==> config.mk <==
export PLATFORM = sky130hd
export DESIGN_NAME = bank_mapper_with_scanline_irq_unit
export DESIGN_NICKNAME = d
export VERILOG_FILES = /design/src/sv/bmsi_pkg.sv /design/src/sv/bmsi_core.sv /design/src/sv/bank_mapper_with_scanline_irq_unit.sv
export SDC_FILE = /design/constraint.sdc
export NUM_CORES = 1
export LEC_CHECK = 0
export BUFFER_PORTS_ARGS = -buffer_cell sky130_fd_sc_hd__buf_4
export CAP_MARGIN = 20
export CORE_MARGIN = 3
export CORE_UTILIZATION = 40
export CTS_BUF_LIST = sky130_fd_sc_hd__clkbuf_4
export DETAILED_ROUTE_END_ITERATION = 16
export PLACE_DENSITY = 0.64
export SLEW_MARGIN = 10
export SYNTH_ARGS = -nofsm -noshare
export SYNTH_HDL_FRONTEND = slang
export SYNTH_HIERARCHICAL = 1
export SYNTH_SLANG_ARGS = --single-unit
==> constraint.sdc <==
create_clock -name clk -period 8.35 [get_ports clk]
set_input_delay 1.2525 -clock clk [delete_from_list [all_inputs] [get_ports clk]]
set_output_delay 1.2525 -clock clk [all_outputs]
set_load 0.02 [all_outputs]
==> src/sv/bmsi_pkg.sv <==
package bmsi_pkg;

  typedef enum logic [1:0] {
    MODE_WRITE   = 2'd0,
    MODE_TICK    = 2'd1,
    MODE_PRG_MAP = 2'd2,
    MODE_CHR_MAP = 2'd3
  } mode_t;

  typedef enum logic [1:0] {
    CFG_A0_LINE      = 2'd0,
    CFG_A1_LINE      = 2'd1,
    CFG_FULL_VARIANT = 2'd2,
    CFG_HONOR_REPEAT = 2'd3
  } cfg_index_t;

  typedef enum logic [1:0] {
    SEL_RELOAD_LO = 2'd0,
    SEL_RELOAD_HI = 2'd1,
    SEL_CONTROL   = 2'd2,
    SEL_ACK       = 2'd3
  } sel_t;

  localparam logic [3:0] REGION_PRG0   = 4'h8;
  localparam logic [3:0] REGION_MIRROR = 4'h9;
  localparam logic [3:0] REGION_PRG1   = 4'hA;
  localparam logic [3:0] REGION_CHR_LO = 4'hB;
  localparam logic [3:0] REGION_CHR_HI = 4'hE;
  localparam logic [3:0] REGION_IRQ    = 4'hF;

  localparam logic signed [10:0] PRESCALE_PERIOD = 11'sd341;
  localparam logic signed [10:0] PRESCALE_STEP   = 11'sd3;
  localparam logic [6:0]         FIXED_BANK_HI   = 7'h7F;

  localparam int CFG_WIDTH  = 4;
  localparam int BANK_WIDTH = 12;

  typedef struct packed {
    logic [3:0] a0_line;
    logic [3:0] a1_line;
    logic       full_variant;
    logic       honor_repeat;
  } cfg_t;

  typedef struct packed {
    mode_t       mode;
    logic [15:0] address;
    logic [7:0]  data;
  } item_t;

  typedef struct packed {
    logic [BANK_WIDTH-1:0] bank;
    logic [1:0]            mirroring;
    logic                  irq;
  } result_t;

endpackage

==> src/sv/bmsi_core.sv <==
module bmsi_core (
  input  logic            clk,
  input  logic            rst,
  input  bmsi_pkg::cfg_t  cfg,
  input  logic            step,
  input  bmsi_pkg::item_t item,
  output bmsi_pkg::result_t res
);
  import bmsi_pkg::*;

  logic [7:0]             program_banks [2];
  logic [BANK_WIDTH-1:0]  pattern_banks [8];
  logic [7:0]             mirror_setting;
  logic [7:0]             misc_setting;
  logic [7:0]             irq_reload;
  logic [2:0]             irq_control;
  logic [7:0]             irq_counter;
  logic signed [10:0]     prescaler;
  logic                   irq_pending;

  logic [7:0]             program_banks_next [2];
  logic [BANK_WIDTH-1:0]  pattern_banks_next [8];
  logic [7:0]             mirror_setting_next;
  logic [7:0]             misc_setting_next;
  logic [7:0]             irq_reload_next;
  logic [2:0]             irq_control_next;
  logic [7:0]             irq_counter_next;
  logic signed [10:0]     prescaler_next;
  logic                   irq_pending_next;

  logic [1:0]             sel;
  logic [3:0]             region;
  logic [3:0]             chr_off;
  logic [2:0]             chr_idx;
  logic signed [10:0]     pre_dec;
  logic                   count_en;
  logic [7:0]             cnt_inc;
  logic [1:0]             slot;

  assign sel     = {item.address[cfg.a1_line], item.address[cfg.a0_line]};
  assign region  = item.address[15:12];
  assign chr_off = region - REGION_CHR_LO;
  assign chr_idx = {chr_off[1:0], sel[1]};
  assign pre_dec = prescaler - PRESCALE_STEP;
  assign cnt_inc = irq_counter + 8'd1;

  always_comb begin
    program_banks_next  = program_banks;
    pattern_banks_next  = pattern_banks;
    mirror_setting_next = mirror_setting;
    misc_setting_next   = misc_setting;
    irq_reload_next     = irq_reload;
    irq_control_next    = irq_control;
    irq_counter_next    = irq_counter;
    prescaler_next      = prescaler;
    irq_pending_next    = irq_pending;
    count_en            = 1'b0;

    if (item.mode == MODE_WRITE && item.address[15]) begin
      case (region) inside
        REGION_PRG0: program_banks_next[0] = item.data;
        REGION_PRG1: program_banks_next[1] = item.data;
        REGION_MIRROR: begin
          if (!cfg.full_variant || sel == SEL_RELOAD_LO) begin
            mirror_setting_next = item.data;
          end else if (sel == SEL_CONTROL) begin
            misc_setting_next = item.data;
          end
        end
        REGION_IRQ: begin
          if (cfg.full_variant) begin
            unique case (sel_t'(sel))
              SEL_RELOAD_LO: irq_reload_next = {irq_reload[7:4], item.data[3:0]};
              SEL_RELOAD_HI: irq_reload_next = {item.data[3:0], irq_reload[3:0]};
              SEL_CONTROL: begin
                irq_control_next = item.data[2:0];
                irq_pending_next = 1'b0;
                if (item.data[1]) begin
                  irq_counter_next = irq_reload;
                  prescaler_next   = PRESCALE_PERIOD;
                end
              end
              SEL_ACK: begin
                irq_pending_next = 1'b0;
                if (cfg.honor_repeat) begin
                  irq_control_next = {irq_control[2], irq_control[0], irq_control[0]};
                end
              end
              default: irq_pending_next = irq_pending;
            endcase
          end
        end
        [REGION_CHR_LO:REGION_CHR_HI]: begin
          if (sel[0]) begin
            pattern_banks_next[chr_idx] = {item.data, pattern_banks[chr_idx][3:0]};
          end else begin
            pattern_banks_next[chr_idx] = {pattern_banks[chr_idx][11:4], item.data[3:0]};
          end
        end
        default: ;
      endcase
    end

    if (item.mode == MODE_TICK && cfg.full_variant && irq_control[1]) begin
      if (irq_control[2]) begin
        count_en = 1'b1;
      end else begin
        count_en       = (pre_dec <= 11'sd0);
        prescaler_next = count_en ? pre_dec + PRESCALE_PERIOD : pre_dec;
      end
      if (count_en) begin
        if (cnt_inc == 8'd0) begin
          irq_counter_next = irq_reload;
          irq_pending_next = 1'b1;
        end else begin
          irq_counter_next = cnt_inc;
        end
      end
    end
  end

  always_comb begin
    slot = item.address[14:13];
    if (cfg.full_variant && !slot[0] && misc_setting[1]) begin
      slot[1] = ~slot[1];
    end
    res.bank = '0;
    case (item.mode)
      MODE_PRG_MAP: begin
        if (slot[1]) begin
          res.bank = {4'h0, FIXED_BANK_HI, slot[0]};
        end else begin
          res.bank = {4'h0, program_banks[slot[0]]};
        end
      end
      MODE_CHR_MAP: res.bank = pattern_banks[item.address[12:10]];
      default: res.bank = '0;
    endcase
    res.mirroring = cfg.full_variant ? mirror_setting_next[1:0]
                                     : {1'b0, mirror_setting_next[0]};
    res.irq       = irq_pending_next;
  end

  always_ff @(posedge clk) begin
    if (rst) begin
      program_banks[0] <= '0;
      program_banks[1] <= '0;
      for (int i = 0; i < 8; i++) begin
        pattern_banks[i] <= BANK_WIDTH'(i);
      end
      mirror_setting <= '0;
      misc_setting   <= '0;
      irq_reload     <= '0;
      irq_control    <= '0;
      irq_counter    <= '0;
      prescaler      <= '0;
      irq_pending    <= 1'b0;
    end else if (step) begin
      program_banks  <= program_banks_next;
      pattern_banks  <= pattern_banks_next;
      mirror_setting <= mirror_setting_next;
      misc_setting   <= misc_setting_next;
      irq_reload     <= irq_reload_next;
      irq_control    <= irq_control_next;
      irq_counter    <= irq_counter_next;
      prescaler      <= prescaler_next;
      irq_pending    <= irq_pending_next;
    end
  end

endmodule

==> src/sv/bank_mapper_with_scanline_irq_unit.sv <==
// Channel  Direction  Ports                              Contents
// s        in         s_tvalid s_tready s_tdata s_tuser  one request per item
// m        out        m_tvalid m_tready m_tdata          one result per request
// cfg      in         cfg_we cfg_index cfg_data          register writes
//
// Each request passes through the input register, then through the decode and
// bank logic into the result register.
// A new request is taken every cycle while results drain.
// Reset clears the pipeline valids and loads the bank state and the config
// registers with their defaults.
// A stalled result holds the result register, which holds the input register.
module bank_mapper_with_scanline_irq_unit (
  input  logic        clk,
  input  logic        rst,
  input  logic        s_tvalid,
  output logic        s_tready,
  input  logic [23:0] s_tdata,   // address[15:0], data[23:16]
  input  logic [1:0]  s_tuser,   // mode[1:0]
  output logic        m_tvalid,
  input  logic        m_tready,
  output logic [15:0] m_tdata,   // bank[11:0], mirroring[13:12], irq[14], zero[15]
  input  logic        cfg_we,
  input  logic [1:0]  cfg_index,
  input  logic [bmsi_pkg::CFG_WIDTH-1:0] cfg_data
);
  import bmsi_pkg::*;

  cfg_t    cfg;
  logic    in_valid;
  item_t   in_item;
  result_t res;
  result_t out_res;
  logic    advance;
  logic    step;

  assign advance  = !m_tvalid || m_tready;
  assign s_tready = !in_valid || advance;
  assign step     = in_valid && advance;
  assign m_tdata  = {1'b0, out_res.irq, out_res.mirroring, out_res.bank};

  always_ff @(posedge clk) begin
    if (rst) begin
      cfg.a0_line      <= 4'd0;
      cfg.a1_line      <= 4'd1;
      cfg.full_variant <= 1'b1;
      cfg.honor_repeat <= 1'b1;
    end else if (cfg_we) begin
      unique case (cfg_index_t'(cfg_index))
        CFG_A0_LINE:      cfg.a0_line      <= cfg_data[3:0];
        CFG_A1_LINE:      cfg.a1_line      <= cfg_data[3:0];
        CFG_FULL_VARIANT: cfg.full_variant <= cfg_data[0];
        CFG_HONOR_REPEAT: cfg.honor_repeat <= cfg_data[0];
        default:          cfg <= cfg;
      endcase
    end
  end

  always_ff @(posedge clk) begin
    if (rst) begin
      in_valid <= 1'b0;
    end else if (s_tready) begin
      in_valid <= s_tvalid;
    end
  end

  always_ff @(posedge clk) begin
    if (s_tready) begin
      in_item.mode    <= mode_t'(s_tuser);
      in_item.address <= s_tdata[15:0];
      in_item.data    <= s_tdata[23:16];
    end
  end

  bmsi_core u_core (
    .clk  (clk),
    .rst  (rst),
    .cfg  (cfg),
    .step (step),
    .item (in_item),
    .res  (res)
  );

  always_ff @(posedge clk) begin
    if (rst) begin
      m_tvalid <= 1'b0;
    end else if (step) begin
      m_tvalid <= 1'b1;
    end else if (m_tready) begin
      m_tvalid <= 1'b0;
    end
  end

  always_ff @(posedge clk) begin
    if (step) begin
      out_res <= res;
    end
  end

`ifndef SYNTHESIS
  a_no_overwrite: assert property (@(posedge clk) disable iff (rst)
    step |-> (!m_tvalid || m_tready))
    else $error("result register overwritten while held");

  a_bank_zero: assert property (@(posedge clk) disable iff (rst)
    step && (in_item.mode == MODE_WRITE || in_item.mode == MODE_TICK) |-> res.bank == '0)
    else $error("bank nonzero on a write or tick");

  a_reduced_mirror: assert property (@(posedge clk) disable iff (rst)
    step && !cfg.full_variant |-> !res.mirroring[1])
    else $error("single-screen mirroring in reduced variant");

  a_result_capture: assert property (@(posedge clk) disable iff (rst)
    step |=> m_tvalid && m_tdata[11:0] == $past(res.bank))
    else $error("result register missed a result");
`endif

endmodule

==> results.sh <==
export IMPL_synth_area_leaders="dfxtp_1, edfxtp_1, mux2i_1"
export IMPL_critical_path_arrival_ns=4.96
export IMPL_grt_pass1_vias=8104
export IMPL_synth_most_common_cell="dfxtp_1"
export IMPL_peakVddDrop_mv=0.121
export IMPL_startpoint="in_item[20]"
export IMPL_whs_ns=0.464
export IMPL_vias=8369
export IMPL_min_period_ns=4.42
export IMPL_tightest_slew_ns=1.10
export IMPL_synth_compound_area_share_pct=17.5
export IMPL_gr_usage_all_layers_pct=19.6
export IMPL_synth_seq_cells=199
export IMPL_root_buffer="clkbuf_4"
export IMPL_synth_fa_ha_area_share_pct=1.07
export IMPL_cts_buffers=17
export IMPL_dr_pass1_iters=5
export IMPL_area_growth_pct=7.12
export IMPL_drv_slew=0
export IMPL_routed_via_density=5.86
export IMPL_die_h_um=168
export IMPL_synth_warnings=6
export IMPL_drc=0
export IMPL_period_share_pct=52.9
export IMPL_synth_area_um2=10500
export IMPL_slew_headroom_pct=26.6
export IMPL_synth_top_area_share_pct=30.2
export IMPL_finalSetupViolCount=0
export IMPL_drt_total_wl_um=27300
export IMPL_cts_tree="done"
export IMPL_start_util_pct=41.1
export IMPL_path_buf_inv=2
export IMPL_multi_input_area_um2=5610
export IMPL_nNetsFinal=1130
export IMPL_htree_levels=4
export IMPL_post_synth_cell_area_avg_um2=9.66
export IMPL_crit_family="simple AND/OR/NAND/NOR gates"
export IMPL_crit_required_ns=8.89
export IMPL_io_pins=55
export IMPL_ys_async_sr_fraction_pct=0
export IMPL_start_kind="flop"
export IMPL_post_cts_buffers=0
export IMPL_hp_start="u_core/program_banks[9]"
export IMPL_wl_per_cell_um=19.1
export IMPL_place_hpwl_um=17700
export IMPL_die_area_um2=28200
export IMPL_synthTopCellsByCount="dfxtp_1, nor2_1, nand2_1"
export IMPL_hold_viol=0
export IMPL_powerDensity_nw_per_um2=156
export IMPL_rows=58
export IMPL_grt_ovfl_total=0
export IMPL_reg2reg_slack_ns=3.93
export IMPL_ys_flop_type="dfxtp_1"
export IMPL_post_place_ws_ns=4.07
export IMPL_gp_congestion=0.876
export IMPL_yosys_area_top_type="dfxtp_1"
export IMPL_insertion_delay_ns=0.61
export IMPL_fmax_mhz=226
export IMPL_fin_ws_ns=3.93
export IMPL_maxCapViolations=0
export IMPL_crit_fanout=27
export IMPL_drive_gt1_share_pct=15.2
export IMPL_rsz0062_at_grt="false"
export IMPL_fp_dieW_um=168
export IMPL_path_cells="buf_4 > clkinv_1 > ha_1 > nor2_1 > o21ai_1 > nor4b_2 > and2_0 > o221ai_1 > a21oi_1"
export IMPL_holdBufCountCts=0
export IMPL_leakagePower_nw=4.03
export IMPL_cp_end_kind="flop"
export IMPL_hold_class="reg -> reg"
export IMPL_final_seq_area_um2=4390
export IMPL_fin_setup_tns_ns=0
export IMPL_nFillCells=2446
export IMPL_rr_startpoint="in_item[20]"
export IMPL_clock_path_buffers=2
export IMPL_synth_edf_count=41
export IMPL_synth_xor_xnor_area_share_pct=1.42
export IMPL_critical_path_class="reg -> reg"
export IMPL_clk_pin_slew_ns=0.17
export IMPL_netlist_instances=1085
export IMPL_run_status="finished, final reports clean"
export IMPL_synthMuxAreaShare_pct=17.3
export IMPL_critPathSlowestCell="and2_0"
export IMPL_synth_nets=1131
export IMPL_seq_area_frac_synth_pct=41.9
export IMPL_ant_nets=0
export IMPL_drt_iter0_markers=774
export IMPL_core_area_um2=25500
export IMPL_synth_top_family_by_area="compound AO/OA/AOI/OAI gates"
export IMPL_yosysUniqueCellTypes=84
export IMPL_grt_max_degree=88
export IMPL_antenna_found_initial=1
export IMPL_synth_simple_gate_area_share_pct=16.2
export IMPL_final_setup_skew_ns=0.0210
export IMPL_grt_pass1_wl_um=44900
export IMPL_post_cts_resized=0
export IMPL_critPathMaxStageDelay_ns=0.78
export IMPL_clock_sinks=199
export IMPL_portBuffers=53
## per-stage QoR
step                power [mW]  area [µm²]  utilization [%]  cells
finish                    1.75       11200             44.1   1428
global route              1.83       11200             44.1   1428
CTS                       1.76       11200             44.0   1427
detailed placement        1.26       10900             43.0   1395
global placement          1.25       10900             43.0   1395
floorplan                 1.18       10500                -   1085
## layer usage
layer  up-vias  routed length (µm)  global-route usage (%)  part of all wire, %
li1       3992                   -                       -                    -
met1      4056               12700                    28.3                   47
met2       278               12500                    30.7                   46
met3        43                1580                    3.01                  5.8
met4         0                 541                    5.98                  2.0
met5         -                   0                       0                    0
## state kept, by name, summed over array words and instances (netlist names)
register,count
cfg,10
in_item,26
in_valid,1
m_tdata,15
m_tvalid,1
u_core/irq_control,3
u_core/irq_counter,8
u_core/irq_pending,1
u_core/irq_reload,8
u_core/mirror_setting,2
u_core/misc_setting,1
u_core/pattern_banks,96
u_core/prescaler,11
u_core/program_banks,16
## layout make-up
class                      instances  area share, %
inverter                          15          0.502
clock buffer                      18           1.20
multi-input combinational        788           50.0
sequential                       199           39.2
antenna                            1         0.0223
clock inverter                    14           1.22
tap                              330           3.68
timing repair buffer              63           4.21
## layout by cell type, fill, tap and decap left out, types with 16 or more instances in the layout
cell type	netlist	routed
a22oi_1	17	17
nand2b_1	16	16
nand2_1	100	100
edfxtp_1	41	41
mux2i_1	91	91
a21oi_1	64	64
o21ai_0	38	38
a211oi_1	60	60
nor2_1	130	130
buf_4	10	63
nand3_1	27	27
dfxtp_1	158	158
mux4_2	36	36
clkbuf_4	0	18
## logic make-up after synthesis
logic type | Yosys count
buffers and inverters | 98
adder cells (fa/ha/maj) | 9
AND/OR/NAND/NOR | 359
multiplexers | 134
AO/OA/AOI/OAI | 268
flip-flops | 199
other | 1
XOR/XNOR | 17
## final timing paths
| path | to | cells past startpoint |
|---|---|---|
| max | u_core/pattern_banks[29] | 9 |
| min | u_core/program_banks[9] | 2 |
| min reg2reg | u_core/program_banks[9] | 2 |
| max reg2reg | u_core/pattern_banks[29] | 9 |
## power breakdown
part	switching, mW	leakage [nW]	internal [mW]
clock network	0.353	0.153	0.160
registers	0.0222	1.69	0.996
logic	0.139	2.18	0.0812
total	0.515	4.03	1.24
## worst min-delay path, cell delays in order, from the launching register on
cell and delay [ns]:
dfxtp_1 0.34, nand2_1 0.05, a21oi_1 0.05
Power figures use the tool's default switching activity.
